File: src/rtl/gbk_pkg.sv
// Shared widths and request structures for the glyph row expander.
// Used by address unit, font store, row sequencer, top level; depends on nothing.
package gbk_pkg;

   localparam int STORE_ADDR_W = 20;
   localparam int BYTE_W       = 8;
   localparam int ROW_IDX_W    = 4;
   localparam int PIX_W        = 16;

   typedef struct packed {
      logic                    en;
      logic [STORE_ADDR_W-1:0] addr;
      logic [BYTE_W-1:0]       data;
   } font_wr_req_type;

   typedef struct packed {
      logic                    en;
      logic [STORE_ADDR_W-1:0] addr;
   } font_rd_req_type;

endpackage

File: src/rtl/gbk_glyph_addr.sv
// Two-stage unit that maps a character code pair to the byte address of its glyph.
// Stage one classifies the code and forms the glyph index, stage two scales it by glyph size.
// Depends on gbk_pkg.
module gbk_glyph_addr (
   input  logic                             clock,
   input  logic                             reset,
   input  logic                             start,
   input  logic                             size16,
   input  logic [gbk_pkg::BYTE_W-1:0]       first_byte,
   input  logic [gbk_pkg::BYTE_W-1:0]       second_byte,
   output logic                             base_valid,
   output logic [gbk_pkg::STORE_ADDR_W-1:0] base
);
   import gbk_pkg::*;

   localparam int IDX_W = 15;

   localparam logic [7:0] ASCII_FIRST    = 8'h20;
   localparam logic [7:0] ASCII_LAST     = 8'h7F;
   localparam logic [7:0] LEAD_FIRST     = 8'h81;
   localparam logic [7:0] LEAD_LAST      = 8'hFE;
   localparam logic [7:0] TRAIL_LO_FIRST = 8'h40;
   localparam logic [7:0] TRAIL_LO_LAST  = 8'h7E;
   localparam logic [7:0] TRAIL_HI_FIRST = 8'h80;
   localparam logic [7:0] TRAIL_HI_LAST  = 8'hFE;
   localparam logic [7:0] SUB_LEAD       = 8'hA1;
   localparam logic [7:0] SUB_TRAIL      = 8'hF5;
   localparam int         GBK_ROW_SPAN   = 190;
   localparam int         ASCII_GLYPHS   = 96;
   localparam int         TRAIL_LO_COUNT = 63;

   logic             is_ascii;
   logic             pair_ok;
   logic [7:0]       lead;
   logic [7:0]       trail;
   logic [6:0]       lead_off;
   logic [7:0]       trail_off;
   logic [IDX_W-1:0] idx_in;
   logic [IDX_W-1:0] idx_ff;
   logic             idx_valid_ff;
   logic [STORE_ADDR_W-1:0] base_in;
   logic [STORE_ADDR_W-1:0] base_ff;
   logic             base_valid_ff;

   always_comb begin
      is_ascii = (first_byte >= ASCII_FIRST) && (first_byte <= ASCII_LAST);
      pair_ok  = (first_byte >= LEAD_FIRST) && (first_byte <= LEAD_LAST) &&
                 (((second_byte >= TRAIL_LO_FIRST) && (second_byte <= TRAIL_LO_LAST)) ||
                  ((second_byte >= TRAIL_HI_FIRST) && (second_byte <= TRAIL_HI_LAST)));
      // Any pair that is neither ASCII nor valid GBK renders as the substitute glyph.
      lead     = pair_ok ? first_byte  : SUB_LEAD;
      trail    = pair_ok ? second_byte : SUB_TRAIL;
      lead_off = 7'(lead - LEAD_FIRST);
      if (trail <= TRAIL_LO_LAST) begin
         trail_off = 8'(trail - TRAIL_LO_FIRST);
      end else begin
         trail_off = 8'(trail - TRAIL_HI_FIRST) + 8'(TRAIL_LO_COUNT);
      end
      if (is_ascii) begin
         idx_in = IDX_W'(first_byte - ASCII_FIRST);
      end else begin
         idx_in = IDX_W'(lead_off) * IDX_W'(GBK_ROW_SPAN) + IDX_W'(ASCII_GLYPHS) +
                  IDX_W'(trail_off);
      end
      // 32 bytes per glyph at 16 points, 18 (16 + 2) at 12 points.
      if (size16) begin
         base_in = STORE_ADDR_W'({idx_ff, 5'b0});
      end else begin
         base_in = STORE_ADDR_W'({1'b0, idx_ff, 4'b0}) + STORE_ADDR_W'({4'b0, idx_ff, 1'b0});
      end
   end

   always_ff @(posedge clock) begin
      if (reset) begin
         idx_valid_ff  <= 1'b0;
         base_valid_ff <= 1'b0;
      end else begin
         idx_valid_ff  <= start;
         base_valid_ff <= idx_valid_ff;
      end
      if (start) begin
         idx_ff <= idx_in;
      end
      if (idx_valid_ff) begin
         base_ff <= base_in;
      end
   end

   assign base_valid = base_valid_ff;
   assign base       = base_ff;

endmodule

File: config.mk
export PLATFORM = sky130hd
export DESIGN_NAME = gbk_glyph_addr
export DESIGN_NICKNAME = d
export VERILOG_FILES = /design/src/rtl/gbk_pkg.sv /design/src/rtl/gbk_glyph_addr.sv
export SDC_FILE = /design/constraint.sdc
export NUM_CORES = 1
export LEC_CHECK = 0
export BUFFER_PORTS_ARGS = -buffer_cell sky130_fd_sc_hd__buf_2
export CORE_UTILIZATION = 55
export CTS_BUF_LIST = sky130_fd_sc_hd__clkbuf_8
export DETAILED_ROUTE_END_ITERATION = 10
export MAX_ROUTING_LAYER = met4
export PLACE_DENSITY = 0.75
export SLEW_MARGIN = 5
export SYNTH_ARGS = -nofsm -noshare
export SYNTH_HDL_FRONTEND = slang
export SYNTH_SLANG_ARGS = --single-unit
File: constraint.sdc
create_clock -name clock -period 12 [get_ports clock]
set_clock_uncertainty 0.1 [all_clocks]
set_input_delay 0 -clock clock [delete_from_list [all_inputs] [get_ports clock]]
set_output_delay 0 -clock clock [all_outputs]
set_load 0.01 [all_outputs]
==> flow_summary.json, run 1 <==
{
  "reg2reg_to": "base[16]",
  "rrSetupSlack_ns": 9.21,
  "post_cts_buffers": 0,
  "min_path_type": "in2reg",
  "power.leakage_nw": 2.18,
  "drt_iter0_drc": 166,
  "track_usage_pct": 24.5,
  "die_h_um": 88.7,
  "fmax_ghz": 0.126,
  "core-area_mm2": 0.00725,
  "syn_area_per_cell_um2": 9.07,
  "ir_worst_vdd_mv": 0.158,
  "end_kind": "register",
  "critPathKind": "in2reg",
  "cp.arrival_ns": 7.89,
  "cts_buffers": 5,
  "antenna_found_initial": 0,
  "final_util_pct": 62.9,
  "dp.cells": 587,
  "timing.hold.ws_ns": 0.0148,
  "synth_compound_area_share_pct": 15.7,
  "ys_warn_count": 0,
  "synthXorXnorAreaFrac_pct": 8.65,
  "drive_gt1_share_pct": 12.0,
  "post-route-period-util_pct": 66.1,
  "finalWirelength_um": 8290,
  "ios": 41,
  "synth_area_leaders": "edfxtp_1, ha_1, fa_1",
  "synth_edf_count": 34,
  "via_per_inst": 5.60,
  "maxCapViolCount": 0,
  "path_clk_slew_ns": 0.07,
  "final.setup.tns_ns": 0,
  "dr.pass1.iters": 4,
  "grt_overflow": 0,
  "timing.final.ws_setup_ns": 4.07,
  "slew_headroom_pct": 39.6,
  "core.rowCount": 31,
  "crit_path_start_kind": "primary input",
  "grt_max_degree": 30,
  "synth_area_mm2": 0.00414,
  "synth_top_family_by_area": "adder cells",
  "run_status": "finished, final reports clean",
  "die_area_mm2": 0.00787,
  "start_util_pct": 57.0,
  "cts_tree": "done",
  "ys_types": 54,
  "route.vias.total": 3346,
  "cp.required_ns": 11.96,
  "grt_pass1_wl_um": 14400,
  "fin_total_pwr_mw": 1.23,
  "synth_ff_type": "edfxtp_1",
  "area_growth_pct": 10.4,
  "hold_violations": 0,
  "post-synth-top-area-cell": "edfxtp_1",
  "placed_area_mm2": 0.00443,
  "post-route-cell-area_mm2": 0.00457,
  "worstHoldStart": "first_byte[3]",
  "rsz0062_at_grt": "false",
  "endpoint": "idx_ff[13]",
  "setup-violations-final": 0,
  "reg2reg_from": "idx_ff[3]",
  "cts_sinks": 36,
  "synthSimpleGateAreaFrac_pct": 14.9,
  "synthCells": 456,
  "setup.worst_path.start": "first_byte[4]",
  "fp.dieW_um": 88.7,
  "drc": 0,
  "fin_crit_ns": 7.93,
  "tightestPinTransition_ns": 0.898,
  "powerDensity_mw_per_mm2": 270,
  "async_reset_ff_share_pct": 0,
  "grt_pass1_vias": 3287,
  "port_buffers": 39,
  "wl_per_cell_um": 13.9,
  "drv_slew": 0,
  "nets": 601,
  "synth_top_area_share_pct": 24.7,
  "clock_latency_ns": 0.29,
  "root_buffer": "clkbuf_8",
  "synth-adder-area-share_pct": 28.7,
  "dpl.hpwl_um": 6950,
  "seq_area_frac_synth_pct": 25.7,
  "whs_path_depth": 3,
  "ys_ff_latch": 36,
  "syn-num-nets": 560,
  "reg2reg_depth": 11,
  "pre_cts_ws_ns": 4.39,
  "fin_cells": 597,
  "muxShareOfSynthArea_pct": 0.544,
  "cts_buffer_depth": 2,
  "antenna_cells": 0,
  "cts-htree-levels": 2,
  "path_max_fanout": 7,
  "routabilityCongestion": 0.916,
  "drtAntennaViolNets": 0
}
-- metal layers --
| layer | GRT usage, % | wire length, µm | vias to the layer above | share of wire [%] |
|---|---|---|---|---|
| li1 | - | - | 1687 | - |
| met1 | 28.6 | 3530 | 1524 | 43 |
| met2 | 41.0 | 4000 | 103 | 48 |
| met3 | 3.73 | 378 | 32 | 4.6 |
| met4 | 12.6 | 384 | 0 | 4.6 |
| met5 | - | 0 | - | 0 |
-- repair_timing --
action                    4_1_cts  5_1_grt
hold endpoints to repair        3        0
hold buffers                    2        0
gates resized for setup         0        0
-- layout by cell type (no fill, tap or decap), types with 11 or more instances in the layout --
| cell type | count |
|---|---|
| ha_1 | 66 |
| fa_1 | 18 |
| nand3_1 | 11 |
| a21oi_1 | 24 |
| buf_2 | 39 |
| xor2_1 | 17 |
| edfxtp_1 | 34 |
| inv_1 | 54 |
| o21ai_0 | 24 |
| nor2_1 | 37 |
| xnor2_1 | 22 |
| nand2_1 | 43 |
-- critical path, cell delays in order --
cell,delay (ns)
dlygate4sd3_1,0.52
buf_2,0.16
nor2_1,0.10
nor4b_2,0.18
a211oi_1,0.74
buf_4,0.28
nand2_1,0.14
ha_1,0.34
nand2_1,0.10
nor4_1,0.06
nor3_1,0.71
fa_1,0.54
ha_1,0.28
inv_1,0.05
fa_1,0.50
fa_1,0.52
inv_1,0.04
ha_1,0.36
o21a_1,0.13
nor2_1,0.13
xnor2_1,0.13
ha_1,0.25
ha_1,0.32
nand2_1,0.06
o21ai_0,0.28
nand3_1,0.19
o311a_1,0.39
a211oi_1,0.37
-- registers in the layout (all words and copies together) (netlist names) --
name,flops
base,19
idx_ff,15
base_valid,1
idx_valid_ff,1
-- logic make-up after synthesis --
group,Yosys count
AO/OA/AOI/OAI,100
XOR/XNOR,40
adder cells (fa/ha/maj),84
buffers and inverters,63
flip-flops,36
multiplexers,2
other,1
AND/OR/NAND/NOR,130
-- report_power, final --
group | switching (mW) | internal [mW] | total, mW
Combinational | 0.503 | 0.399 | 0.902
Clock | 0.0447 | 0.0625 | 0.107
Sequential | 0.0243 | 0.198 | 0.222
-- layout make-up --
class	count	area, µm²
clock buffers	5	68.8
clock inverters	3	46.3
fillers	622	2690
inverters	54	203
multi-input cells	357	2830
flip-flops and latches	36	1060
well taps	99	124
repair buffers	43	230
-- worst min-delay path by stage --
stage | end
global placement | base_valid
detailed placement | base_valid
global route | idx_ff[5]
finish | idx_ff[3]
floorplan | base_valid
CTS | idx_ff[3]
-- cell usage after synthesis, types with 2 or more instances --
library cell / number
nand3_1: 11
nand4_1: 4
o21a_1: 4
a211o_1: 2
and3_1: 3
o311a_1: 2
fa_1: 18
o211a_1: 2
o21ai_0: 24
o22ai_1: 2
ha_1: 66
o21ai_1: 5
a31oi_1: 6
a21oi_1: 24
clkbuf_1: 6
a21boi_0: 2
a211oi_1: 4
xor2_1: 17
nor2b_1: 6
dfxtp_1: 2
inv_1: 54
or2_2: 2
edfxtp_1: 34
a21o_1: 6
nand2b_1: 2
o31ai_1: 5
nor2_1: 37
nand2_1: 43
clkbuf_2: 2
xnor2_1: 22
nor3_1: 7
a41o_1: 2
mux2_2: 2
and2_1: 2
or3_1: 7
(Power assumes the default switching activity.)
==> run 2: changes to the inputs <==
PLACE_DENSITY = 0.78   (was 0.75)
clock period = 7.1 ns   (was 12 ns; I/O delays follow)
==> flow_summary.json, run 2 (synthesis gave the netlist of run 1 again) <==
{
  "run_status": "finished, final reports clean",
  "slowest_stage": "or4_1",
  "grt_pass1_wl_um": 14800,
  "wl_per_cell_um": 14.3,
  "port_buffers": 39,
  "timing.hold.ws_ns": 0.0254,
  "routabilityCongestion": 0.984,
  "grt_pass1_vias": 3391,
  "final_common_cell": "ha_1",
  "reg2reg_to": "base[16]",
  "cp.required_ns": 7.14,
  "grt_overflow": 0,
  "drv_slew": 0,
  "tightestPinTransition_ns": 0.801,
  "antenna_cells": 0,
  "area_growth_pct": 10.8,
  "rrSetupSlack_ns": 4.29,
  "cts_sinks": 36,
  "core-area_mm2": 0.00725,
  "powerDensity_mw_per_mm2": 453,
  "placed_area_mm2": 0.00445,
  "final.setup.tns_ns": 0,
  "reg2reg_from": "idx_ff[3]",
  "layout_common_cells": "ha_1, inv_1, nand2_1",
  "end_kind": "register",
  "power.leakage_nw": 2.19,
  "root_buffer": "clkbuf_8",
  "finalWirelength_um": 8600,
  "largest_reg_flops": 19,
  "crit_path_start_kind": "primary input",
  "rsz0062_at_grt": "false",
  "crit_top_cell": "ha_1",
  "dpl.hpwl_um": 7240,
  "clock_latency_ns": 0.28,
  "dr.pass1.iters": 5,
  "cp.arrival_ns": 6.60,
  "worstHoldStart": "start",
  "holdPathEnd": "idx_ff[13]",
  "route.vias.total": 3444,
  "track_usage_pct": 25.2,
  "post_cts_buffers": 0,
  "timing.final.ws_setup_ns": 0.537,
  "min_path_type": "in2reg",
  "path_max_fanout": 8,
  "fmax_ghz": 0.152,
  "slew_headroom_pct": 46.5,
  "cts-htree-levels": 2,
  "grt_max_degree": 30,
  "via_per_inst": 5.75,
  "start_util_pct": 57.0,
  "ir_worst_vdd_mv": 0.211,
  "cts_buffers": 5,
  "worst_path_largest_cell_delay_ns": 0.54,
  "path_clk_slew_ns": 0.07,
  "die_area_mm2": 0.00787,
  "fin_crit_ns": 6.56,
  "maxCapViolCount": 0,
  "drive_gt1_share_pct": 13.0,
  "drtAntennaViolNets": 0,
  "nets": 603,
  "hold_violations": 0,
  "die_h_um": 88.7,
  "fin_total_pwr_mw": 2.08,
  "fp.dieW_um": 88.7,
  "setup-violations-final": 0,
  "cts_buffer_depth": 2,
  "cts_tree": "done",
  "reg2reg_depth": 11,
  "drc": 0,
  "post-route-cell-area_mm2": 0.00458,
  "drt_iter0_drc": 126,
  "post-route-period-util_pct": 92.4,
  "ios": 41,
  "antenna_found_initial": 0,
  "core.rowCount": 31,
  "critPathKind": "in2reg",
  "pre_cts_ws_ns": 0.167,
  "whs_path_depth": 1
}
-- run 2: worst max-delay path by stage --
stage / from / to / slack, ns
global placement: second_byte[3] / idx_ff[14] / 0.40
global route: first_byte[3] / idx_ff[14] / 0.08
CTS: second_byte[3] / idx_ff[14] / 0.45
finish: first_byte[3] / idx_ff[14] / 0.54
floorplan: first_byte[3] / idx_ff[14] / 0.45
detailed placement: second_byte[3] / idx_ff[14] / 0.17
-- run 2: routing by layer --
metal	share of wire [%]	global-route usage [%]	wire length, µm
met1	41	28.8	3550
met3	5.2	3.45	443
met5	0	-	0
met2	50	42.9	4260
met4	4.0	13.0	344
-- run 2: cell type report --
| type | instances | area, µm² |
|---|---|---|
| Multi-Input combinational cell | 357 | 2840 |
| Clock buffer | 5 | 68.8 |
| Timing Repair Buffer | 45 | 243 |
| Fill cell | 628 | 2670 |
| Clock inverter | 3 | 42.5 |
| Inverter | 54 | 203 |
| Tap cell | 99 | 124 |
| Sequential cell | 36 | 1060 |
-- run 2: what timing repair did --
| action | 4_1_cts | 5_1_grt |
|---|---|---|
| hold buffers | 1 | 0 |
| gates resized for setup | 0 | 3 |
| setup endpoints to repair | 0 | 1 |
| hold endpoints to repair | 2 | 0 |
-- run 2: stage by stage --
stage / instances / util [%]
2_1_floorplan: 456 / -
3_3_place_gp: 590 / 61.4
3_5_place_dp: 590 / 61.4
4_1_cts: 599 / 63.1
5_1_grt: 599 / 63.2
6_report: 599 / 63.2
-- run 2: where the power goes --
part / leakage (nW) / switching [mW] / internal [mW]
Clock: 0.0541 / 0.0705 / 0.104
Sequential: 0.348 / 0.0412 / 0.335
Combinational: 1.79 / 0.851 / 0.677
-- run 2: worst max-delay path, delay by kind of cell --
| family | cells | cell delay [ns] |
|---|---|---|
| adders and majority gates | 8 | 2.76 |
| AOI/OAI and AO/OA | 10 | 2.22 |
| and+or+nand+nor | 4 | 1.03 |
| buffers and inverters | 6 | 0.43 |
| xor gates and xnor gates | 1 | 0.16 |
==> run 3: changes to the inputs <==
ABC_AREA = 1   (was default)
CTS_CLUSTER_DIAMETER = 60   (was default)
==> flow_summary.json, run 3 <==
{
  "drc": 0,
  "path_clk_slew_ns": 0.07,
  "ios": 41,
  "cts_buffers": 5,
  "cts_buffer_depth": 2,
  "fmax_ghz": 0.155,
  "largest_reg_flops": 19,
  "synth_most_common_cell": "nand2_1",
  "core-area_mm2": 0.00769,
  "ys_ff_latch": 36,
  "synth_area_mm2": 0.00436,
  "wl_met3_um": 292,
  "placed_area_mm2": 0.00463,
  "final_common_cell": "nand2_1",
  "antenna_cells": 0,
  "cp.arrival_ns": 6.39,
  "finalWirelength_um": 8450,
  "min_path_type": "in2reg",
  "ys_types": 42,
  "ys_warn_count": 0,
  "dr.pass1.iters": 5,
  "seq_area_mm2": 0.00106,
  "drive_gt1_share_pct": 9.84,
  "drv_slew": 0,
  "ir_worst_vdd_mv": 0.300,
  "power.internal_mw": 1.08,
  "area_growth_pct": 9.62,
  "grt_overflow": 0,
  "grt_pass1_vias": 3667,
  "cp_top_family": "adder cells",
  "nets": 713,
  "final.setup.tns_ns": 0,
  "wl_per_cell_um": 11.9,
  "run_status": "finished, final reports clean",
  "synthCells": 568,
  "syn-num-nets": 672,
  "synth_top_area_share_pct": 23.4,
  "fill_cells": 696,
  "post-synth-top-area-cell": "edfxtp_1",
  "swShare_pct": 51.1,
  "core.rowCount": 32,
  "powerDensity_mw_per_mm2": 462,
  "path_max_fanout": 13,
  "fp.dieW_um": 91.0,
  "met2_length_um": 4270,
  "post-route-period-util_pct": 91.0,
  "clock_latency_ns": 0.29,
  "end_kind": "register",
  "dpl.hpwl_um": 7190,
  "post-route-cell-area_mm2": 0.00477,
  "path_buf_inv": 7,
  "crit_path_start_kind": "primary input",
  "syn_area_per_cell_um2": 7.67,
  "antenna_found_initial": 0,
  "maxCapViolCount": 0,
  "yosys-top-cells-count": "nand2_1, inv_1, ha_1, nor2_1, o21ai_0",
  "slowest_stage": "dlygate4sd3_1",
  "cts_tree": "done",
  "route.vias.total": 3736,
  "multi_input_area_mm2": 0.00286,
  "synth_edf_count": 34,
  "worst_path_largest_cell_delay_ns": 0.53,
  "drt_iter0_drc": 168,
  "post_cts_buffers": 0,
  "port_buffers": 39,
  "cts_sinks": 36,
  "root_buffer": "clkbuf_8",
  "synth_ff_type": "edfxtp_1",
  "async_reset_ff_share_pct": 0,
  "setup-violations-final": 0,
  "slew_headroom_pct": 47.9,
  "pwr-share-clk_pct": 7.7,
  "drtAntennaViolNets": 0,
  "hold_violations": 0,
  "cp.required_ns": 7.03,
  "seq_area_frac_synth_pct": 24.4,
  "start_util_pct": 56.7,
  "cts-htree-levels": 2,
  "rsz0062_at_grt": "false",
  "die_h_um": 91.0,
  "grt_max_degree": 22,
  "track_usage_pct": 22.6,
  "power_switching_mw": 1.13,
  "fin_crit_ns": 6.46,
  "via_per_inst": 5.25,
  "combPwrFrac_pct": 75.3,
  "power_frac_seq_pct": 17.0,
  "die_area_mm2": 0.00828,
  "wl_met1_um": 3710,
  "layout_common_cells": "nand2_1, inv_1, ha_1",
  "synth_area_leaders": "edfxtp_1, ha_1, nand2_1",
  "dr.max_layer_used": "met4",
  "routabilityCongestion": 0.971,
  "tightestPinTransition_ns": 0.780,
  "critPathKind": "in2reg",
  "grt_pass1_wl_um": 15000,
  "power.leakage_nw": 2.49
}
==> run 3: final cells by class <==
type	instances	area share (%)
inverter	106	8.33
timing repair buffer	42	4.72
clock inverter	3	0.786
clock buffer	5	1.44
sequential	36	22.2
multi-input combinational	418	59.8
tap	102	2.67
==> run 3: kinds of logic (layout without fill, tap and decap cells) <==
family,after synthesis,after routing,synth area share (%)
AO/OA/AOI/OAI,89,89,11.5
XOR/XNOR,24,24,4.83
adder cells (fa/ha/maj),84,84,27.2
buffers and inverters,114,156,10.3
flip-flops,36,36,24.4
other,1,1,0.0861
AND/OR/NAND/NOR,220,220,21.7
==> run 3: per-stage QoR <==
stage	util, %	total power [mW]	hold WS, ns	setup slack [ns]	std cells
6_report	62.1	2.21	0.0220	0.637	712
5_1_grt	62.1	2.50	0.0389	0.0318	712
2_1_floorplan	-	1.71	-0.0288	1.22	568
3_5_place_dp	60.2	2.01	0.0768	0.573	701
4_1_cts	61.9	2.19	0.00355	0.378	712
3_3_place_gp	60.2	1.95	0.0713	0.837	701
==> run 3: path summary, 6_finish.rpt <==
path	from	endpoint	slack (ns)	depth (start not counted)
worst max-delay path	first_byte[0]	idx_ff[12]	0.64	32
worst min-delay path	start	idx_ff[13]	0.02	1
worst max register to register	idx_ff[5]	base[15]	4.57	13
worst min register to register	idx_ff[2]	base[3]	0.49	2
==> run 3: power groups by stage <==
| stage | sequential, mW | combinational, mW | clock (mW) |
|---|---|---|---|
| finish | 0.375 | 1.66 | 0.169 |
| global route | 0.382 | 1.94 | 0.179 |
| CTS | 0.374 | 1.65 | 0.172 |
| detailed placement | 0.379 | 1.63 | 0 |
| global placement | 0.376 | 1.57 | 0 |
| floorplan | 0.375 | 1.33 | 0 |
==> run 3: worst register-to-register path: cells and delay by family, from the launching register on <==
kind | cells | cell delay, ns
and+or+nand+nor | 6 | 0.63
adders and majority gates | 1 | 0.39
DFF | 1 | 0.44
AOI/OAI and AO/OA | 5 | 0.68
buffers and inverters | 1 | 0.05
==> run 3: layer usage <==
metal	vias up	GRT usage [%]
met3	22	2.35
met2	96	40.7
met5	-	-
met4	0	8.60
li1	1937	-
met1	1681	25.8
==> run 3: what timing repair did <==
item / in CTS / in global routing
setup endpoints to repair: 0 / 4
hold buffers: 3 / 0
hold endpoints to repair: 3 / 0
resized for setup: 0 / 3
