## config.mk

```make
export PLATFORM = sky130hd
export DESIGN_NAME = gbk_row_seq
export DESIGN_NICKNAME = d
export VERILOG_FILES = /design/src/rtl/gbk_pkg.sv /design/src/rtl/gbk_row_seq.sv
export SDC_FILE = /design/constraint.sdc
export NUM_CORES = 1
export LEC_CHECK = 0
export ABC_AREA = 1
export BUFFER_PORTS_ARGS = -buffer_cell sky130_fd_sc_hd__buf_4
export CORE_MARGIN = 5
export CORE_UTILIZATION = 45
export CTS_BUF_LIST = sky130_fd_sc_hd__clkbuf_8
export CTS_CLUSTER_SIZE = 20
export DETAILED_ROUTE_END_ITERATION = 8
export PLACE_DENSITY = 0.69
export SLEW_MARGIN = 0
export SYNTH_ARGS = -nofsm -noshare
export SYNTH_HDL_FRONTEND = slang
export SYNTH_SLANG_ARGS = --single-unit
```

## constraint.sdc

```tcl
create_clock -name clock -period 2.2 [get_ports clock]
set_clock_uncertainty 0.1 [all_clocks]
set_input_delay 0.44 -clock clock [delete_from_list [all_inputs] [get_ports clock]]
set_output_delay 0.44 -clock clock [all_outputs]
set_load 0.05 [all_outputs]
```

## src/rtl/gbk_pkg.sv

```systemverilog
// Shared widths and request structures for the glyph row expander.
// Used by address unit, font store, row sequencer, top level; depends on nothing.
package gbk_pkg;

   localparam int STORE_ADDR_W = 20;
   localparam int BYTE_W       = 8;
   localparam int ROW_IDX_W    = 4;
   localparam int PIX_W        = 16;

   typedef struct packed {
      logic                    en;
      logic [STORE_ADDR_W-1:0] addr;
      logic [BYTE_W-1:0]       data;
   } font_wr_req_type;

   typedef struct packed {
      logic                    en;
      logic [STORE_ADDR_W-1:0] addr;
   } font_rd_req_type;

endpackage

```

## src/rtl/gbk_row_seq.sv

```systemverilog
// Row sequencer: reads a glyph's bytes from the font store one per cycle unless a held row
// stalls them, builds pixel rows and holds each in the output register. Depends on gbk_pkg.
module gbk_row_seq (
   input  logic                             clock,
   input  logic                             reset,
   input  logic                             start,
   input  logic                             size16,
   input  logic                             base_valid,
   input  logic [gbk_pkg::STORE_ADDR_W-1:0] base,
   input  logic                             rsp_tready,
   output gbk_pkg::font_rd_req_type         rd,
   input  logic [gbk_pkg::BYTE_W-1:0]       rd_data,
   output logic                             out_valid,
   output logic [gbk_pkg::ROW_IDX_W-1:0]    out_row,
   output logic [gbk_pkg::PIX_W-1:0]        out_pix,
   output logic                             out_last,
   output logic                             busy
);
   import gbk_pkg::*;

   localparam int BYTES16 = 32;
   localparam int BYTES12 = 18;
   localparam int ROWS16  = 16;
   localparam int ROWS12  = 12;

   typedef enum logic [3:0] {
      ST_IDLE  = 4'b0001,
      ST_ADDR  = 4'b0010,
      ST_READ  = 4'b0100,
      ST_DRAIN = 4'b1000
   } seq_state_type;

   typedef enum logic [1:0] {
      ROLE_KEEP        = 2'd0,
      ROLE_EMIT16      = 2'd1,
      ROLE_EMIT12_EVEN = 2'd2,
      ROLE_EMIT12_ODD  = 2'd3
   } byte_role_type;

   seq_state_type           state_ff, state_in;
   logic [STORE_ADDR_W-1:0] addr_ff;
   logic [4:0]              cnt_ff;
   logic [1:0]              phase_ff;
   logic                    ret_valid_ff;
   byte_role_type           ret_role_ff;
   byte_role_type           issue_role;
   logic [BYTE_W-1:0]       b0_ff;
   logic [ROW_IDX_W-1:0]    row_ff;
   logic                    out_valid_ff;
   logic [ROW_IDX_W-1:0]    out_row_ff;
   logic [PIX_W-1:0]        out_pix_ff;
   logic                    out_last_ff;
   logic                    ret_emit;
   logic                    slot_busy_next;
   logic                    issue;
   logic                    last_byte;
   logic                    last_row_now;
   logic [PIX_W-1:0]        pix_in;

   always_comb begin
      if (size16) begin
         issue_role = cnt_ff[0] ? ROLE_EMIT16 : ROLE_KEEP;
      end else if (phase_ff == 2'd0) begin
         issue_role = ROLE_KEEP;
      end else if (phase_ff == 2'd1) begin
         issue_role = ROLE_EMIT12_EVEN;
      end else begin
         issue_role = ROLE_EMIT12_ODD;
      end

      ret_emit = ret_valid_ff && (ret_role_ff != ROLE_KEEP);
      // A byte that completes a row is read only if the output register is free when it lands.
      slot_busy_next = (out_valid_ff && !rsp_tready) || ret_emit;
      issue = (state_ff == ST_READ) && ((issue_role == ROLE_KEEP) || !slot_busy_next);

      last_byte    = cnt_ff == (size16 ? 5'(BYTES16 - 1) : 5'(BYTES12 - 1));
      last_row_now = row_ff == (size16 ? ROW_IDX_W'(ROWS16 - 1) : ROW_IDX_W'(ROWS12 - 1));

      // The first byte of a 12-point row pair stays in b0_ff for both rows of the pair.
      case (ret_role_ff)
         ROLE_EMIT16:      pix_in = {rd_data, b0_ff};
         ROLE_EMIT12_EVEN: pix_in = {rd_data, b0_ff[7:4], 4'b0};
         ROLE_EMIT12_ODD:  pix_in = {b0_ff[3:0], rd_data, 4'b0};
         default:          pix_in = '0;
      endcase

      state_in = state_ff;
      case (state_ff)
         ST_IDLE: begin
            if (start) state_in = ST_ADDR;
         end
         ST_ADDR: begin
            if (base_valid) state_in = ST_READ;
         end
         ST_READ: begin
            if (issue && last_byte) state_in = ST_DRAIN;
         end
         ST_DRAIN: begin
            state_in = ST_IDLE;
         end
         default: begin
            state_in = ST_IDLE;
         end
      endcase
   end

   always_ff @(posedge clock) begin
      if (reset) begin
         state_ff     <= ST_IDLE;
         ret_valid_ff <= 1'b0;
         out_valid_ff <= 1'b0;
      end else begin
         state_ff     <= state_in;
         ret_valid_ff <= issue;
         if (ret_emit) begin
            out_valid_ff <= 1'b1;
         end else if (rsp_tready) begin
            out_valid_ff <= 1'b0;
         end
      end

      if ((state_ff == ST_ADDR) && base_valid) begin
         addr_ff  <= base;
         cnt_ff   <= '0;
         phase_ff <= '0;
         row_ff   <= '0;
      end else begin
         if (issue) begin
            addr_ff  <= addr_ff + 1'b1;
            cnt_ff   <= cnt_ff + 1'b1;
            phase_ff <= (phase_ff == 2'd2) ? 2'd0 : phase_ff + 1'b1;
         end
         if (ret_emit) begin
            row_ff <= row_ff + 1'b1;
         end
      end

      if (issue) begin
         ret_role_ff <= issue_role;
      end
      if (ret_valid_ff && (ret_role_ff == ROLE_KEEP)) begin
         b0_ff <= rd_data;
      end
      if (ret_emit) begin
         out_row_ff  <= row_ff;
         out_pix_ff  <= pix_in;
         out_last_ff <= last_row_now;
      end
   end

   assign rd.en     = issue;
   assign rd.addr   = addr_ff;
   assign out_valid = out_valid_ff;
   assign out_row   = out_row_ff;
   assign out_pix   = out_pix_ff;
   assign out_last  = out_last_ff;
   assign busy      = state_ff != ST_IDLE;

endmodule

```

==> qor.yml, run 1 <==
synth-main-ff-cell: "edfxtp_1"
drt-pass1-iter-count: 4
min_period_over_period_pct: 94.7
grt_pass1_vias: 2619
dr.first_iter.drc_count: 129
antenna_found_initial: 0
syn_area_per_cell_um2: 9.04
ios: 78
yosysTopAreaCell: "edfxtp_1"
synthCells: 363
synth_nets: 400
area_delta_synth_final_pct: 29.0
clockRootBuffer: "clkbuf_8"
min_to: "out_valid"
min_period_ps: 2080
holdPathStages: 2
grt_pass1_wl_mm: 11.6
worstPathRequired_ps: 1660
cap_violations: 0
worstHoldStart: "reset"
finalSetupViolations: 0
reg2reg_slack_ps: 420
fmax_ghz: 0.480
hpwl_mm: 5.30
crit_type: "reg2out"
r2r_cells: 7
powerDensity_nw_per_um2: 738
synthDistinctLibCells: 29
cp.arrival_ps: 1540
nets: 490
synth_edf_count: 51
cts.hold.buffers_added: 0
utilization_pct: 59.0
start_kind: "flip-flop"
gp_congestion: 0.802
cts_made_buffers: 9
synth_area_um2: 3280
gr-usage-all-layers_pct: 16.2
insertion_delay_ps: 330
drc_errors: 0
worstReg2RegStart: "state_ff[1]"
die_area_um2: 9100
synth_common_cells: "nand2_1 (77), edfxtp_1 (51), nor2_1 (45), inv_1 (43), o21ai_0 (30)"
ant_nets: 0
cts.sinks: 68
irDropWorstVdd_mv: 0.470
placed_cell_area_um2: 3980
grt_overflow: 0
design_area_um2: 4230
dieWidth_um: 95.4
htreeDepth: 3
portBuffers: 77
end_kind: "output pin"
grt_max_degree: 27
slew_headroom_pct: 70.3
path_clk_slew_ps: 70
ys_seq_area_share_pct: 57.1
cts_tree: "yes"
layout-drive-gt1-share_pct: 26.0
status: "completed"
routedWlPerCell_um: 12.7
crit_start: "ret_role_ff[0]"
totalWireLength_mm: 7.08
clock_path_buffers: 2
leakage_nw: 1.84
num_antenna_cells: 0
synth.area.top_cells: "edfxtp_1 (47%), dfxtp_1 (10%), nand2_1 (8.8%), nor2_1 (5.1%), inv_1 (4.9%)"
start_util_pct: 45.7
synth.most_common_cell: "nand2_1"
synth_top_area_share_pct: 46.7
row_count: 31
ys_ff_latch: 68
r2r_end: "addr_ff[19]"
vias: 2686
die_h_um: 95.4
core_area_um2: 7180
hold_class: "in2reg"
slew_viol_final: 0
final-hold-violation-count: 0
synthArstFlopShare_pct: 0
tightest_slew_ps: 445
vias_per_cell: 4.82
yosysWarnings: 0
crit_fanout: 11
-- worst max path at each step --
stage | endpoint | slack [ps] | cells after the start
2_1_floorplan | addr_ff[14] | 210 | 8
3_3_place_gp | rd[20] | 250 | 8
3_5_place_dp | rd[20] | 190 | 8
4_1_cts | rd[20] | 1 | 8
5_1_grt | rd[20] | -4 | 8
6_report | rd[20] | 120 | 8
-- sequential cells by signal, summed over array words and instances, names as in the netlist --
signal and cells:
addr_ff 20, out_pix 16, b0_ff 8, cnt_ff 5, out_row 4, row_ff 4
state_ff 4, phase_ff 2, ret_role_ff 2, out_last 1, out_valid 1, ret_valid_ff 1
-- layer usage --
| metal | vias to the layer above | wire length [um] | track usage, % |
|---|---|---|---|
| met5 | - | 0 | 0 |
| li1 | 1389 | - | - |
| met3 | 5 | 312 | 3.16 |
| met1 | 1241 | 3190 | 21.4 |
| met2 | 51 | 3510 | 26.3 |
| met4 | 0 | 68 | 6.52 |
-- worst max-delay path, cell delays in order, from the launching register on --
cell and delay (ps):
edfxtp_1 420, inv_1 120, nand2_4 70, nand2_4 90
nand2_1 60, nand2_2 100, nand2_4 110, inv_8 100
buf_8 140
-- placed cells by master (no fill, tap or decap), types with 2 or more instances in the layout --
cell | netlist | layout
nand3_1 | 22 | 22
clkinvlp_4 | 0 | 2
clkinv_4 | 0 | 2
nand2_4 | 2 | 3
buf_4 | 1 | 86
xnor2_1 | 7 | 7
nand4_1 | 9 | 9
edfxtp_1 | 51 | 51
nor2_1 | 45 | 45
o21ai_0 | 30 | 30
inv_1 | 43 | 45
a21oi_1 | 16 | 16
nand2_1 | 77 | 76
nor3_1 | 7 | 7
nor2_2 | 2 | 2
clkbuf_8 | 0 | 9
o21ai_1 | 2 | 2
nand2_2 | 2 | 2
inv_2 | 5 | 4
a31oi_1 | 2 | 2
nor3_2 | 2 | 2
xor2_1 | 5 | 5
ha_1 | 3 | 3
dfxtp_1 | 17 | 17
-- per-stage QoR --
stage | power [mW] | worst slack, ps | instances | setup TNS [ps] | hold WS [ps]
after CTS | 3.15 | 1.43 | 552 | 0 | 178
after floorplan | 1.98 | 210 | 363 | 0 | 330
after global placement | 2.15 | 254 | 536 | 0 | 366
final | 3.12 | 117 | 557 | 0 | 190
after global routing | 3.30 | -4.42 | 557 | -4.42 | 174
after detailed placement | 2.16 | 188 | 536 | 0 | 373
-- where the power goes --
part / switching [mW] / internal (mW) / total (mW)
clock network: 0.467 / 0.519 / 0.986
logic: 0.335 / 0.196 / 0.532
registers: 0.110 / 1.50 / 1.61
-- area by class of cell --
cell class                      instances  area [um^2]
Tap cell                               99          124
Clock inverter                          7         70.1
Clock buffer                            9          124
Multi-Input combinational cell        239         1190
Fill cell                             671         2940
Timing Repair Buffer                   87          661
Sequential cell                        68         1870
Inverter                               48          188
-- kinds of logic after synthesis --
group | share of synthesized area, %
AND/OR/NAND/NOR | 23.4
flip-flops | 57.1
adder cells (fa/ha/maj) | 1.14
XOR/XNOR | 3.20
AO/OA/AOI/OAI | 8.43
buffers and inverters | 6.75
-- what timing repair did --
item                       in CTS  in global routing
setup endpoints to repair       1                  1
pin swaps                       0                  3
gates cloned                    0                  0
resized for setup               4                  3
setup buffers                   0                  5
Power figures use the tool's default switching activity.
==> run 2: changes to the inputs <==
--- a/config.mk
+++ b/config.mk
@@ -9,7 +9,6 @@
 export BUFFER_PORTS_ARGS = -buffer_cell sky130_fd_sc_hd__buf_4
 export CORE_MARGIN = 5
 export CORE_UTILIZATION = 45
-export CTS_BUF_LIST = sky130_fd_sc_hd__clkbuf_8
 export CTS_CLUSTER_SIZE = 20
 export DETAILED_ROUTE_END_ITERATION = 8
 export PLACE_DENSITY = 0.69
==> run 2 against run 1 <==
Global-route usage unchanged. Combinational power about the same. Sequential power about the same. Worst setup slack lost 5.1 ps. Hold slack hardly changed. Design area is the same. Clock-buffer cell count up 2. Flip-flop and latch count unchanged. Die area unchanged. First-iteration DRC count did not move. Non-clock buffer count did not move. Largest power group unchanged. Highest routed layer unchanged.
==> qor.yml, run 2 (synthesis results as in run 1) <==
status: "completed"
crit_slowest_cell: "edfxtp_1"
clockRootBuffer: "clkbuf_8"
cap_violations: 0  # unchanged
hold_class: "in2reg"
mostFrequentLayoutCells: "buf_4 (86), nand2_1 (76), edfxtp_1 (51)"
final_common_cell: "buf_4"
hpwl_mm: 5.30  # unchanged
clock_path_buffers: 2  # unchanged
core_area_um2: 7180  # unchanged
min_period_ps: 2090  # +5.13 ps
dp_slack_ps: 188  # unchanged
worstPathRequired_ps: 1660  # about the same
dr.first_iter.drc_count: 129  # unchanged
tightest_slew_ps: 445  # +0.325 ps
gr-usage-all-layers_pct: 16.2  # unchanged
critPathMaxStageDelay_ps: 420  # about the same
powerDensity_nw_per_um2: 740  # +0.25%
end_kind: "output pin"
area_delta_synth_final_pct: 29.0  # unchanged
nets: 490  # unchanged
cts.hold.buffers_added: 0  # unchanged
grt_overflow: 0  # unchanged
totalWireLength_mm: 7.09  # +0.18%
routedWlPerCell_um: 12.7  # +0.18%
area.sequential_um2: 1870  # unchanged
cp.arrival_ps: 1550  # about the same
worstPathCellList: "inv_1, nand2_4, nand2_4, nand2_1, nand2_2, nand2_4, inv_8, buf_8"
top_register: "addr_ff"
placed_cell_area_um2: 3980  # unchanged
die_area_um2: 9100  # unchanged
vias: 2686  # unchanged
row_count: 31  # unchanged
min_period_over_period_pct: 94.9  # +0.23 points
design_area_um2: 4230  # unchanged
start_util_pct: 45.7  # unchanged
portBuffers: 77  # unchanged
path_clk_slew_ps: 70  # about the same
crit_type: "reg2out"
setup_slack_ps: 112  # -5.13 ps
crit_fanout: 11  # unchanged
dieWidth_um: 95.4  # unchanged
vias_per_cell: 4.82  # unchanged
drc_errors: 0  # unchanged
antenna_found_initial: 0  # unchanged
leakage_nw: 1.83  # -0.45%
whs_ps: 190  # +0.111 ps
slew_viol_final: 0  # unchanged
multi_input_comb_area_um2: 1190  # unchanged
irDropWorstVdd_mv: 0.470  # about the same
htreeDepth: 3  # unchanged
n_fill_cell: 671  # unchanged
grt_pass1_wl_mm: 11.6  # unchanged
grt_max_degree: 27  # unchanged
cts_tree: "yes"
power_frac_seq_pct: 51.3  # about the same
fmax_ghz: 0.479  # -0.25%
insertion_delay_ps: 330  # about the same
cts.sinks: 68  # unchanged
dp_cells: 536  # unchanged
utilization_pct: 59.0  # unchanged
clockPowerShare_pct: 31.7  # about the same
final-hold-violation-count: 0  # unchanged
finalSetupViolations: 0  # unchanged
tns_ps: 0  # unchanged
ios: 78  # unchanged
grt_pass1_vias: 2619  # unchanged
num_antenna_cells: 0  # unchanged
power.switching_mw: 0.911  # -0.16%
gp_congestion: 0.802  # unchanged
power_mw: 3.13  # +0.25%
cts_made_buffers: 9  # unchanged
die_h_um: 95.4  # unchanged
power_frac_comb_pct: 17.0  # about the same
start_kind: "flip-flop"
layout-drive-gt1-share_pct: 26.0  # unchanged
ant_nets: 0  # unchanged
drt-pass1-iter-count: 4  # unchanged
fin_cells: 557  # unchanged
slew_headroom_pct: 70.3  # about the same
p_int_mw: 2.22  # +0.42%
swShare_pct: 29.1  # -0.12 points
largest_reg_flops: 20  # unchanged
cp_common_cell: "nand2_4"
-- run 2: cell types whose count changed in the layout (fill, tap and decap cells not counted) --
cell / delta
inv_1: -2
clkbuf_1: +2
-- run 2: final timing paths --
path	startpoint	end	slack, ps	cells after the start
worst min register to register	state_ff[3]	state_ff[3]	380	2
worst max register to register	state_ff[1]	addr_ff[19]	420	7
worst max-delay path	ret_role_ff[0]	rd[20]	110	8
worst min-delay path	reset	out_valid	190	2
-- run 2: layout make-up --
type                    count  share of cell area, %
flip-flops and latches     68                   44.2
multi-input cells         239                   28.2
repair buffers             87                   15.6
inverters                  48                   4.43
clock buffers              11                   3.10
well taps                  99                   2.93
clock inverters             5                   1.48
-- run 2: critical path, delay by kind of cell (launching register included) --
family | cells | cell delay (ps)
buf+inv | 3 | 360
flops | 1 | 420
simple gates | 5 | 440
-- run 2: power groups by stage --
| stage | Clock (mW) | Combinational (mW) | Sequential, mW |
|---|---|---|---|
| floorplan | 0 | 0.302 | 1.67 |
| global placement | 0 | 0.515 | 1.63 |
| detailed placement | 0 | 0.525 | 1.64 |
| CTS | 1.02 | 0.529 | 1.61 |
| global route | 1.08 | 0.603 | 1.62 |
| finish | 0.994 | 0.532 | 1.61 |
-- run 2: timing repair --
item | 4_1_cts | 5_1_grt
endpoints found under the hold margin | 0 | 0
gates cloned | 0 | 0
setup buffers | 0 | 5
resized for setup | 4 | 3
setup endpoints to repair | 1 | 1
pin swaps | 0 | 3
-- run 2: layer usage --
layer	vias to the layer above	GRT usage (%)	wire [um]
met1	1243	21.4	3190
met2	49	26.3	3510
met5	-	0	0
met4	0	6.52	68
met3	5	3.16	313
li1	1389	-	-
==> run 3: changes to the inputs <==
--- a/config.mk
+++ b/config.mk
@@ -6,12 +6,12 @@
 export NUM_CORES = 1
 export LEC_CHECK = 0
 export ABC_AREA = 1
-export BUFFER_PORTS_ARGS = -buffer_cell sky130_fd_sc_hd__buf_4
 export CORE_MARGIN = 5
-export CORE_UTILIZATION = 45
+export CORE_UTILIZATION = 40
+export CTS_BUF_LIST = sky130_fd_sc_hd__clkbuf_8 sky130_fd_sc_hd__clkbuf_16
 export CTS_CLUSTER_SIZE = 20
 export DETAILED_ROUTE_END_ITERATION = 8
-export PLACE_DENSITY = 0.69
+export DONT_BUFFER_PORTS = 1
 export SLEW_MARGIN = 0
 export SYNTH_ARGS = -nofsm -noshare
 export SYNTH_HDL_FRONTEND = slang
==> run 3 against run 2 <==
Sequential power hardly changed. Non-clock buffer count is 64 lower. Flip-flop and latch count is the same. Maximum frequency is 3.3% higher. Critical endpoint unchanged. Total power barely moved.
==> qor.yml, run 3 (synthesis results as in run 1) <==
status: "completed"
end_kind: "output pin"
gr-usage-all-layers_pct: 14.3  # -2.0 points
drt-pass1-iter-count: 4  # unchanged
finalSetupViolations: 0  # unchanged
clockRootBuffer: "clkbuf_8"
reg2reg_slack_ps: 380  # -40 ps
die_area_um2: 10100  # +11%
start_kind: "flip-flop"
hpwl_mm: 5.20  # -1.7%
final_common_cell: "nand2_1"
slew_headroom_pct: 50.6  # -20 points
irDropWorstVdd_mv: 0.425  # -9.5%
tns_ps: 0  # unchanged
power_mw: 3.13  # about the same
routedWlPerCell_um: 13.8  # +8.7%
fin_cells: 499  # -10%
powerDensity_nw_per_um2: 831  # +12%
dp_cells: 483  # -9.9%
nets: 426  # -13%
path_clk_slew_ps: 80  # about the same
cts_made_buffers: 9  # unchanged
grt_overflow: 0  # unchanged
num_antenna_cells: 0  # unchanged
cts.hold.buffers_added: 0  # unchanged
grt_pass1_vias: 2353  # -10%
utilization_pct: 46.6  # -12 points
design_area_um2: 3770  # -11%
hold_class: "in2reg"
clock_path_buffers: 2  # unchanged
min_period_over_period_pct: 91.9  # -3.0 points
cp.arrival_ps: 1480  # -70 ps
ios: 78  # unchanged
cts.sinks: 68  # unchanged
post-cts-setup-buffers: 0  # unchanged
cts_tree: "yes"
totalWireLength_mm: 6.90  # -2.6%
top_register: "addr_ff"
dieWidth_um: 101  # +5.4%
gp_congestion: 0.841  # +4.8%
cp_common_cell: "nand2_4"
grt_setup_unrepaired: "no"
largest_reg_flops: 20  # unchanged
ant_nets: 0  # unchanged
critPathMaxStageDelay_ps: 410  # about the same
die_h_um: 101  # +5.4%
r2r_cells: 8  # +1
insertion_delay_ps: 340  # about the same
row_count: 33  # +6.5%
holdPathStages: 1  # -1
core_area_um2: 8090  # +13%
layout-drive-gt1-share_pct: 14.5  # -12 points
crit_slowest_cell: "edfxtp_1"
worstReg2RegStart: "ret_role_ff[0]"
worstPathCellList: "inv_1, nand2_4, nand2_4, nand2_1, nand2_2, nand2_4, clkinv_8"
start_util_pct: 40.5  # -5.2 points
portBuffers: 0  # -100%
htreeDepth: 3  # unchanged
min_period_ps: 2020  # -66.4 ps
vias: 2465  # -8.2%
mostFrequentLayoutCells: "nand2_1 (76), edfxtp_1 (51), nor2_1 (45)"
dr.first_iter.drc_count: 105  # -19%
tightest_slew_ps: 738  # +294 ps
r2r_end: "addr_ff[16]"
placed_cell_area_um2: 3540  # -11%
vias_per_cell: 4.94  # +2.4%
worstPathRequired_ps: 1660  # about the same
crit_type: "reg2out"
grt_pass1_wl_mm: 11.2  # -3.9%
leakage_nw: 1.53  # -16%
final-hold-violation-count: 0  # unchanged
antenna_found_initial: 0  # unchanged
grt_max_degree: 32  # +19%
cp-endpoint: "rd[20]"
crit_start: "ret_role_ff[0]"
area_delta_synth_final_pct: 14.8
drc_errors: 0  # unchanged
crit_fanout: 14  # +3
slew_viol_final: 0  # unchanged
fmax_ghz: 0.495  # +3.3%
cap_violations: 0  # unchanged
[run 3: changes by cell type in the layout (fill, tap and decap cells not counted), sizes merged]
cell | previous run | this run
buf | 87 | 23
clkbuf | 11 | 9
inv | 48 | 51
clkinv | 2 | 1
[run 3: how the worst min path moves through the flow]
stage          startpoint            to  slack (ps)
6_report            reset   state_ff[2]          60
5_1_grt             reset  ret_valid_ff          40
4_1_cts             reset   state_ff[2]          30
3_5_place_dp    row_ff[3]    out_row[3]         360
3_3_place_gp    row_ff[3]    out_row[3]         350
2_1_floorplan   row_ff[3]    out_row[3]         330
[run 3: timing repair]
| item | 4_1_cts | 5_1_grt |
|---|---|---|
| resized for setup | 2 | 4 |
| endpoints found under the setup margin | 1 | 1 |
| hold endpoints to repair | 0 | 0 |
[run 3: area by class of cell]
cell class / count / area (um^2)
fillers: 804 / 4330
clock buffers: 9 / 124
repair buffers: 23 / 173
inverters: 48 / 193
flip-flops and latches: 68 / 1870
multi-input cells: 239 / 1190
clock inverters: 7 / 80.1
well taps: 105 / 131
[run 3: critical path: cells and delay by family, from the launching register on]
kind | cells | cell delay [ps]
and+or+nand+nor | 5 | 500
buffers and inverters | 2 | 230
DFF | 1 | 410
[run 3: layer usage]
layer  GRT usage, %  up-vias  wire length (um)
met5              0        -                 0
met4           5.49        0                84
met3           5.95        6               492
met2           22.4       70              3260
met1           17.5     1129              3070
li1               -     1260                 -
[run 3: power by group]
part	total (mW)	leakage, nW	switching [mW]	internal [mW]
Sequential	1.60	0.601	0.109	1.49
Combinational	0.457	0.831	0.314	0.143
Clock	1.07	0.0973	0.530	0.539
Total	3.13	1.53	0.953	2.18
[run 3: per-stage QoR]
step | setup WS, ps | hold slack [ps]
6_report | 179 | 59.2
5_1_grt | 37.0 | 44.4
4_1_cts | 3.98 | 34.2
3_5_place_dp | 263 | 360
3_3_place_gp | 340 | 351
2_1_floorplan | 210 | 330
